[config.mk]
export PLATFORM = sky130hd
export DESIGN_NAME = jsu_mul
export DESIGN_NICKNAME = d
export VERILOG_FILES = /design/src/rtl/core/jsu_pkg.sv /design/src/rtl/core/jsu_mul.sv
export SDC_FILE = /design/constraint.sdc
export NUM_CORES = 2
export LEC_CHECK = 0
export BUFFER_PORTS_ARGS = -buffer_cell sky130_fd_sc_hd__buf_4
export CORE_MARGIN = 3
export CORE_UTILIZATION = 65
export DETAILED_ROUTE_END_ITERATION = 8
export GPL_ROUTABILITY_DRIVEN = 0
export PLACE_DENSITY = 0.81
export SYNTH_ARGS = -nofsm -noshare
export SYNTH_HDL_FRONTEND = slang
export SYNTH_SLANG_ARGS = --single-unit
[constraint.sdc]
create_clock -name clk -period 22.3 [get_ports clk]
set_input_delay 5.575 -clock clk [delete_from_list [all_inputs] [get_ports clk]]
set_output_delay 5.575 -clock clk [all_outputs]
set_load 0.05 [all_outputs]
[src/rtl/core/jsu_pkg.sv]
`timescale 1ns / 1ps
package jsu_pkg;

  localparam int unsigned JSU_DIMS  = 3;
  localparam int unsigned CFG_IDX_W = 8;

  // floor(x/3) = (x * DIV3_RECIP) >> DIV3_SHIFT, exact for x < 2**49
  localparam logic [47:0]  DIV3_RECIP = 48'd187649984473771;
  localparam int unsigned  DIV3_SHIFT = 49;

  localparam logic [CFG_IDX_W-1:0] CFG_TIME_STEP = 8'd0;
  localparam logic [CFG_IDX_W-1:0] CFG_SHEAR_DT  = 8'd1;
  localparam logic [CFG_IDX_W-1:0] CFG_BULK_DT   = 8'd2;

  localparam logic signed [63:0] SAT_MAX = {1'b0, {63{1'b1}}};
  localparam logic signed [63:0] SAT_MIN = {1'b1, {63{1'b0}}};

  typedef struct packed {
    logic signed [47:0] rate_xx;
    logic signed [47:0] rate_yy;
    logic signed [47:0] rate_zz;
    logic signed [47:0] rate_xy;
    logic signed [47:0] rate_yz;
    logic signed [47:0] rate_xz;
    logic signed [47:0] spin_xy;
    logic signed [47:0] spin_yz;
    logic signed [47:0] spin_xz;
  } jsu_in_t;

  typedef struct packed {
    logic signed [63:0] stress_xx;
    logic signed [63:0] stress_yy;
    logic signed [63:0] stress_zz;
    logic signed [63:0] stress_xy;
    logic signed [63:0] stress_yz;
    logic signed [63:0] stress_xz;
    logic signed [63:0] pressure_out;
  } jsu_out_t;

  typedef enum logic [2:0] {
    ST_IDLE, ST_MUL, ST_WAIT, ST_NEXT, ST_DONE
  } jsu_state_t;

  typedef enum logic [2:0] {
    PH_MEAN, PH_PRES, PH_CROSS, PH_SHEAR, PH_TSTEP
  } jsu_phase_t;

  // multiplier operand pair, latched on start
  typedef struct packed {
    logic               start;
    logic signed [63:0] a;
    logic signed [48:0] b;
  } jsu_mul_req_t;

  typedef struct packed {
    logic         done;
    logic         neg;
    logic [111:0] mag;
  } jsu_mul_rsp_t;

  function automatic logic [1:0] row_of(input logic [2:0] n);
    unique case (n)
      3'd1, 3'd4: return 2'd1;
      3'd2:       return 2'd2;
      default:    return 2'd0;
    endcase
  endfunction

  function automatic logic [1:0] col_of(input logic [2:0] n);
    unique case (n)
      3'd1, 3'd3: return 2'd1;
      3'd2, 3'd4, 3'd5: return 2'd2;
      default:    return 2'd0;
    endcase
  endfunction

  // symmetric tensor entry to packed slot
  function automatic logic [2:0] tix(input logic [1:0] r, input logic [1:0] c);
    logic [3:0] rc;
    rc = {r, c};
    unique case (rc)
      4'b00_00: return 3'd0;
      4'b01_01: return 3'd1;
      4'b10_10: return 3'd2;
      4'b00_01, 4'b01_00: return 3'd3;
      4'b01_10, 4'b10_01: return 3'd4;
      default:  return 3'd5;
    endcase
  endfunction

  function automatic logic signed [48:0] spin_get(input jsu_in_t d,
                                                 input logic [1:0] r,
                                                 input logic [1:0] c);
    logic [3:0] rc;
    rc = {r, c};
    unique case (rc)
      4'b00_01: return 49'(d.spin_xy);
      4'b01_00: return -49'(d.spin_xy);
      4'b01_10: return 49'(d.spin_yz);
      4'b10_01: return -49'(d.spin_yz);
      4'b00_10: return 49'(d.spin_xz);
      4'b10_00: return -49'(d.spin_xz);
      default:  return '0;
    endcase
  endfunction

  function automatic logic signed [47:0] rate_get(input jsu_in_t d, input logic [2:0] n);
    unique case (n)
      3'd0:    return d.rate_xx;
      3'd1:    return d.rate_yy;
      3'd2:    return d.rate_zz;
      3'd3:    return d.rate_xy;
      3'd4:    return d.rate_yz;
      default: return d.rate_xz;
    endcase
  endfunction

  // round half up, arithmetic shift, saturate to 64 bits
  function automatic logic signed [63:0] rsh_sat(input logic signed [127:0] a,
                                                input int unsigned s);
    logic signed [127:0] t;
    logic signed [127:0] q;
    t = a + (128'sd1 <<< (s - 1));
    q = t >>> s;
    if (q[127:63] == {65{q[63]}}) return q[63:0];
    return t[127] ? SAT_MIN : SAT_MAX;
  endfunction

  function automatic logic signed [63:0] sat_sub(input logic signed [63:0] a,
                                                input logic signed [63:0] b);
    logic signed [64:0] r;
    r = 65'(a) - 65'(b);
    if (r[64] != r[63]) return r[64] ? SAT_MIN : SAT_MAX;
    return r[63:0];
  endfunction

endpackage

[src/rtl/core/jsu_mul.sv]
`timescale 1ns / 1ps
module jsu_mul (
  input  logic                 clk,
  input  logic                 rst_n,
  input  jsu_pkg::jsu_mul_req_t req,
  output jsu_pkg::jsu_mul_rsp_t rsp
);
  import jsu_pkg::*;

  logic         busy_r;
  logic         done_r;
  logic [1:0]   cnt_r;
  logic [63:0]  amag_r;
  logic [47:0]  bmag_r;
  logic         neg_r;
  logic [111:0] acc_r;
  logic [31:0]  a_chunk;
  logic [31:0]  b_chunk;
  logic [63:0]  pp;
  logic [111:0] pp_sh;

  // 32x32 partial products, one per cycle
  always_comb begin
    a_chunk = cnt_r[0] ? amag_r[63:32] : amag_r[31:0];
    b_chunk = cnt_r[1] ? {16'd0, bmag_r[47:32]} : bmag_r[31:0];
    pp      = a_chunk * b_chunk;
    unique case (cnt_r)
      2'd0:       pp_sh = 112'(pp);
      2'd1, 2'd2: pp_sh = 112'(pp) << 32;
      default:    pp_sh = 112'(pp) << 64;
    endcase
  end

  always_ff @(posedge clk) begin
    if (!rst_n) begin
      busy_r <= 1'b0;
      done_r <= 1'b0;
      cnt_r  <= '0;
    end else begin
      done_r <= 1'b0;
      if (req.start) begin
        busy_r <= 1'b1;
        cnt_r  <= '0;
      end else if (busy_r) begin
        cnt_r <= cnt_r + 2'd1;
        if (cnt_r == 2'd3) begin
          busy_r <= 1'b0;
          done_r <= 1'b1;
        end
      end
    end
  end

  always_ff @(posedge clk) begin
    if (req.start) begin
      amag_r <= req.a[63] ? 64'(-req.a) : 64'(req.a);
      bmag_r <= req.b[48] ? 48'(-req.b) : 48'(req.b);
      neg_r  <= req.a[63] ^ req.b[48];
      acc_r  <= '0;
    end else if (busy_r) begin
      acc_r <= acc_r + pp_sh;
    end
  end

  assign rsp.done = done_r;
  assign rsp.neg  = neg_r;
  assign rsp.mag  = acc_r;

endmodule
## Yosys cells after proc, flatten, opt, wreduce, memory -nomap -nowiden

Cells that the tools add are included.

| word-level totals | value |
|---|---|
| flip-flop bits (word level) | 229 |
| input bits | 116 |
| output and inout bits | 114 |
| word-level logic and storage cells | 32 |

| cells by class | value |
|---|---|
| add/sub/neg operators | 4 |
| $mul | 1 |
| equality and inequality tests | 3 |
| multiplexer cells | 9 |
| bitwise operators | 3 |
| reduce and logical (&&, ||, !) cells | 4 |

Operators by type and width:

| cell | count |
|---|---|
| $pmux W112 S2 | 1 |
| $add A112 B112 Y112 | 1 |
| $mul A32 B32 Y64 | 1 |
| $mux W32 | 2 |
| $neg A64 Y64 | 1 |
| $mux W63 | 1 |
| $mux W48 | 1 |
| $neg A48 Y48 | 1 |
| $eq A2 B2 Y1 const B | 2 |
| $mux W1 | 4 |
| $reduce_or A2 Y1 | 2 |
| $reduce_or A3 Y1 | 1 |
| $add A2 B1 Y2 const B | 1 |
| $eq A2 B1 Y1 const B | 1 |
| $logic_not A2 Y1 | 1 |
| $not A1 Y1 | 2 |
| $xor A1 B1 Y1 | 1 |

## Depth between registers and ports, before layout

| depth | value |
|---|---|
| depth in word-level cells | 4 |
| mapped depth | 48 |
| mapped depth without buffers | 43 |

## Worst setup path before layout

No wires, ideal clock.

| path | value |
|---|---|
| path type | register -> register |
| from | reg cnt_r[0] |
| to | reg acc_r[111] |
| data arrival time | 11.777 ns |
| setup slack | 10.402 ns |
| stages on the path, launching flop included | 46 |
| buffers on the path | 6 |
| period minus slack after synthesis | 11.898 ns |
| cells stage by stage | dfxtp_1 > clkbuf_1 > clkbuf_1 > buf_1 > mux2i_1 > clkbuf_1 > nor2_1 > fa_1 > inv_1 > fa_1 > inv_1 > fa_1 > inv_1 > fa_1 > inv_1 > fa_1 > fa_1 > fa_1 > [... 10 more ...] > o211ai_1 > a21oi_1 > xor2_1 > o21ai_0 > ha_1 > clkbuf_1 > a21o_1 > a21o_1 > a21o_1 > nor4b_1 > nor3b_1 > o31ai_1 > a221oi_1 > o31ai_1 > a31o_2 > a2111o_1 > o21ai_0 > mux2_2 |

| on the way | value |
|---|---|
| longest elaborated chain between the ends | 4 |
| elaborated cells on any way between the ends | 8 |
| classes of those cells | 1 x add/sub; 1 x mul; 2 x eq/ne; 2 x mux; 2 x reduce/logical |

RTL lines:

| item | RTL line | RTL |
|---|---|---|
| from (decl) | jsu_mul.sv:12 | `logic [1:0] cnt_r;` |
| from (signal assigned) | jsu_mul.sv:45 | `cnt_r <= cnt_r + 2'd1;` |
| $mux W32, or another cell as far along | jsu_mul.sv:24 | `a_chunk = cnt_r[0] ? amag_r[63:32] : amag_r[31:0];` |
| $mul A32 B32 Y64 or $reduce_or A2 Y1 (tied branches) | jsu_mul.sv:26, jsu_mul.sv:27 |  |
| $pmux W112 S2 * | jsu_mul.sv:27 | `unique case (cnt_r)` |
| $add A112 B112 Y112 * | jsu_mul.sv:61 | `acc_r <= acc_r + pp_sh;` |
| to (signal assigned) | jsu_mul.sv:61 |  |
| to (decl) | jsu_mul.sv:16 | `logic [111:0] acc_r;` |

Mark *: on every way between the ends. The rest lies on a longest branch, timed or not.
A chain may end at the register's enable or synchronous reset.

## Worst setup path in the final report

Same ends and word-level chain as after synthesis.

==> flow_summary_export.csv <==
group,metric,value,unit
status,run_status,"complete, but fails checks",
status,failed_checks,"design-rule violations",
global_routing,first_global_vias,44600,
detailed_routing,route.detailed.wl_per_inst,23.7,µm
sta,final_hold_vios,0,
floorplan,die_area,0.0801,mm²
placed_design,dp_hpwl,127000,µm
detailed_routing,drtIter0Drc,5235,
global_routing,grtUsageTotal,40.5,%
yosys,number_of_synthesized_register_bits,229,
clock_network,tritoncts,"done",
setup_path,cp_arrival,14160,ps
floorplan,core_outline_area,0.0752,mm²
hold_path,hold_path_startpoint,"acc_r[107]",
yosys,mapped_area,0.0499,mm²
clock_network,clk_pin_slew_worst_paths,70,ps
floorplan,die_h,283,µm
hold_path,hold_end,"acc_r[107]",
yosys,flip_flop_cell_with_the_highest_count_after_synthesis,"sky130_fd_sc_hd__dfxtp_1",
detailed_routing,drtAntennaViolNets,0,
yosys,postSynth.asyncResetShare,0,%
setup_path,timing.critical_path.fanout_max,34,
setup_path,ff2ff_setup_slack,8640,ps
final_layout,area_growth_syn_to_layout,7.38,%
sta,max_slew.worst_pin.slew,1190,ps
setup_path,worst_path_largest_cell_delay,680,ps
detailed_routing,num_vias,43500,
sta,fmax,73.2,MHz
setup_path,critPathKind,"reg2reg",
final_layout,nets,7202,
global_routing,total_congestion_overflow,0,
clock_network,post_cts.repair.setup_buffers,0,
sta,setup-tns-final,0,ps
detailed_routing,wirelength,163000,µm
clock_network,numClockSinks,229,
setup_path,worstPathRequired,22800,ps
detailed_routing,detail_route.vias_per_cell,6.34,
setup_path,rr_worst_depth,41,
sta,rsz0062_at_grt,"false",
setup_path,worstReg2RegEnd,"acc_r[111]",
floorplan,fp-row-count,100,
final_layout,final_layout_size_suffix_gt1_share,8.49,%
sta,timing.clock.skew,40.7,ps
sta,maxSlewHeadroom,18.5,%
clock_network,cts-root-to-sink-buffers,3,
setup_path,critPathCaptureType,"register",
yosys,ys_seq_area_share,11.5,%
yosys,synth_warnings,0,
setup_path,timing.critical_path.from_type,"register",
hold_path,cells_on_worst_hold_path,2,
detailed_routing,firstDrtPassIters,9,
yosys,edff_count_synth,113,
clock_network,cts.root.buffer_cell,"sky130_fd_sc_hd__clkbuf_16",
sta,report.final.setup_viol,0,
clock_network,cts-buffers-inserted,28,
yosys,synth_compound_area_share,10.3,%
yosys,synth_adder_area_share,45.5,%
floorplan,initial_core_util,66.4,%
yosys,synthXorXnorAreaFrac,4.79,%
flow_run,max_cap_viol_count,0,
yosys,synth_mux_area_share,3.43,%
clock_network,postCtsHoldBufs,0,
global_routing,maximum_number_of_pins_on_one_net_before_global_route_repair,86,
yosys,largest_family_of_logic_cells_by_synthesized_area,"adder cells",
sta,final.min_clock_period,13660,ps
yosys,syn-num-nets,7157,
yosys,post_synth_inst_count,5766,
yosys,synth_area_per_cell,8.65,µm²
floorplan,io_pins,230,
setup_path,cell_repeated_most_along_the_worst_path,"sky130_fd_sc_hd__fa_1",
detailed_routing,drt_drc_violations_left,13,
clock_network,cts_resized,0,
yosys,post_synth_and_or_nand_nor_area_fraction,15.7,%
global_routing,grt_first_pass_wirelength,250000,µm
sta,period_share,61.2,%
global_routing,number_of_antenna_violations_at_the_first_check_in_global_routing,8,
hold_path,hold_class,"reg2reg",
placed_design,io_buffers,229,
clock_network,clock_latency_reported_for_the_late_side_of_the_worst_skew_pair,620,ps
setup_path,rr_startpoint,"cnt_r[0]",
floorplan,die-width,283,µm
clock_network,h-tree-depth,1,
yosys,synth.lib_cells_used.distinct,77,
sta,slew_viol_final,0,
setup_path,worst_path_slowest_cell,"sky130_fd_sc_hd__dfxtp_4",
==> synth_stat cells (23+ instances only) <==
master,count,area [µm²]
sky130_fd_sc_hd__nand3_1,30,150
sky130_fd_sc_hd__mux2i_1,118,1180
sky130_fd_sc_hd__o21ai_0,211,1060
sky130_fd_sc_hd__a22o_1,31,272
sky130_fd_sc_hd__a21o_1,100,751
sky130_fd_sc_hd__nand2_1,674,2530
sky130_fd_sc_hd__xnor2_1,197,1730
sky130_fd_sc_hd__clkbuf_1,290,1090
sky130_fd_sc_hd__edfxtp_1,113,3390
sky130_fd_sc_hd__nor2b_1,36,225
sky130_fd_sc_hd__nand4_1,63,394
sky130_fd_sc_hd__or3_1,29,181
sky130_fd_sc_hd__and2_1,38,238
sky130_fd_sc_hd__fa_1,897,18000
sky130_fd_sc_hd__nor3_1,33,165
sky130_fd_sc_hd__a21oi_1,199,996
sky130_fd_sc_hd__mux2_2,44,495
sky130_fd_sc_hd__nand2b_1,23,144
sky130_fd_sc_hd__o21bai_1,30,225
sky130_fd_sc_hd__ha_1,378,4730
sky130_fd_sc_hd__nor2_1,812,3050
sky130_fd_sc_hd__dfxtp_1,116,2320
sky130_fd_sc_hd__xor2_1,76,666
sky130_fd_sc_hd__inv_1,885,3320
sky130_fd_sc_hd__o31ai_1,44,330
==> registers in the layout, indices dropped and copies added, names as in the netlist <==
signal,cells
done_r,1
cnt_r,2
neg_r,1
bmag_r,48
amag_r,64
busy_r,1
acc_r,112
==> cell usage in the layout, fill, tap and decap left out, drive strengths merged, types with 17 or more instances in the layout <==
| cell | netlist | layout |
|---|---|---|
| nor2 | 812 | 812 |
| or3 | 33 | 33 |
| buf | 12 | 317 |
| a21oi | 199 | 199 |
| nor2b | 36 | 36 |
| a31oi | 20 | 20 |
| mux2 | 47 | 47 |
| o22ai | 17 | 17 |
| fa | 897 | 897 |
| nand4 | 63 | 63 |
| or4 | 25 | 25 |
| inv | 885 | 888 |
| nand3 | 30 | 30 |
| and2 | 38 | 38 |
| edfxtp | 113 | 113 |
| o21ai | 212 | 212 |
| o211ai | 17 | 17 |
| mux2i | 118 | 118 |
| o31ai | 45 | 45 |
| nand2b | 23 | 23 |
| o41ai | 20 | 20 |
| ha | 378 | 378 |
| nor3 | 34 | 34 |
| clkbuf | 290 | 35 |
| and3 | 21 | 21 |
| a21o | 100 | 100 |
| o21bai | 30 | 30 |
| or2 | 18 | 18 |
| dfxtp | 116 | 116 |
| xor2 | 76 | 76 |
| nand2 | 674 | 674 |
| o21a | 20 | 20 |
| xnor2 | 197 | 197 |
| a22o | 31 | 31 |
==> worst max-delay path, delay by kind of cell (launching register included) <==
family / cells / cell delay, ps
buffers and inverters: 6 / 1240
adders and majority gates: 10 / 4810
muxes: 2 / 620
AOI/OAI and AO/OA: 12 / 3840
and+or+nand+nor: 10 / 2070
DFF: 1 / 680
xor gates and xnor gates: 1 / 240
==> metal layers <==
metal / global-route usage (%) / vias up / share of wire, %
met3: 15.1 / 899 / 15
li1: - / 18400 / -
met4: 26.2 / 10 / 8.4
met1: 50.6 / 21000 / 34
met2: 59.2 / 3172 / 42
met5: 0 / - / 0.042
==> cells by family (layout without fill, tap and decap cells) <==
logic type | after synthesis | count (layout)
adders and majority gates | 1275 | 1275
AOI/OAI and AO/OA | 800 | 800
DFF | 229 | 229
other | 0 | 5
and+or+nand+nor | 1836 | 1836
buffers and inverters | 1188 | 1255
muxes | 165 | 165
xor gates and xnor gates | 273 | 273
==> layout make-up <==
class                           instances  area (µm²)
Tap cell                             1020        1280
Sequential cell                       229        5720
Multi-Input combinational cell       4349       39900
Timing Repair Buffer                  317        2380
Antenna cell                            5        12.5
Inverter                              886        3330
Clock buffer                           35         747
Fill cell                            5631       21600
Clock inverter                         17         171
==> metrics by stage <==
| stage | utilization (%) | instance area (µm²) | setup slack [ps] | instances | hold WS, ps |
|---|---|---|---|---|---|
| floorplan | - | 49900 | 10400 | 5766 | 591 |
| global placement | 70.0 | 52700 | 9350 | 6801 | 473 |
| detailed placement | 70.0 | 52700 | 9060 | 6801 | 482 |
| CTS | 71.2 | 53600 | 9080 | 6853 | 491 |
| global route | 71.2 | 53600 | 8080 | 6853 | 513 |
| finish | 71.3 | 53600 | 8640 | 6858 | 488 |
==> how the worst max path moves through the flow <==
stage,startpoint,to,slack (ps),cells past startpoint
after floorplan,cnt_r[0],acc_r[111],10400,45
after global placement,cnt_r[0],acc_r[111],9350,42
after detailed placement,cnt_r[0],acc_r[111],9060,41
after CTS,cnt_r[0],acc_r[111],9080,41
after global routing,cnt_r[0],acc_r[111],8080,41
final,cnt_r[0],acc_r[111],8640,41
Power is left out: the tool's default activity adds up to more than one toggle a clock period on the data nets, which glitch-free logic cannot reach.
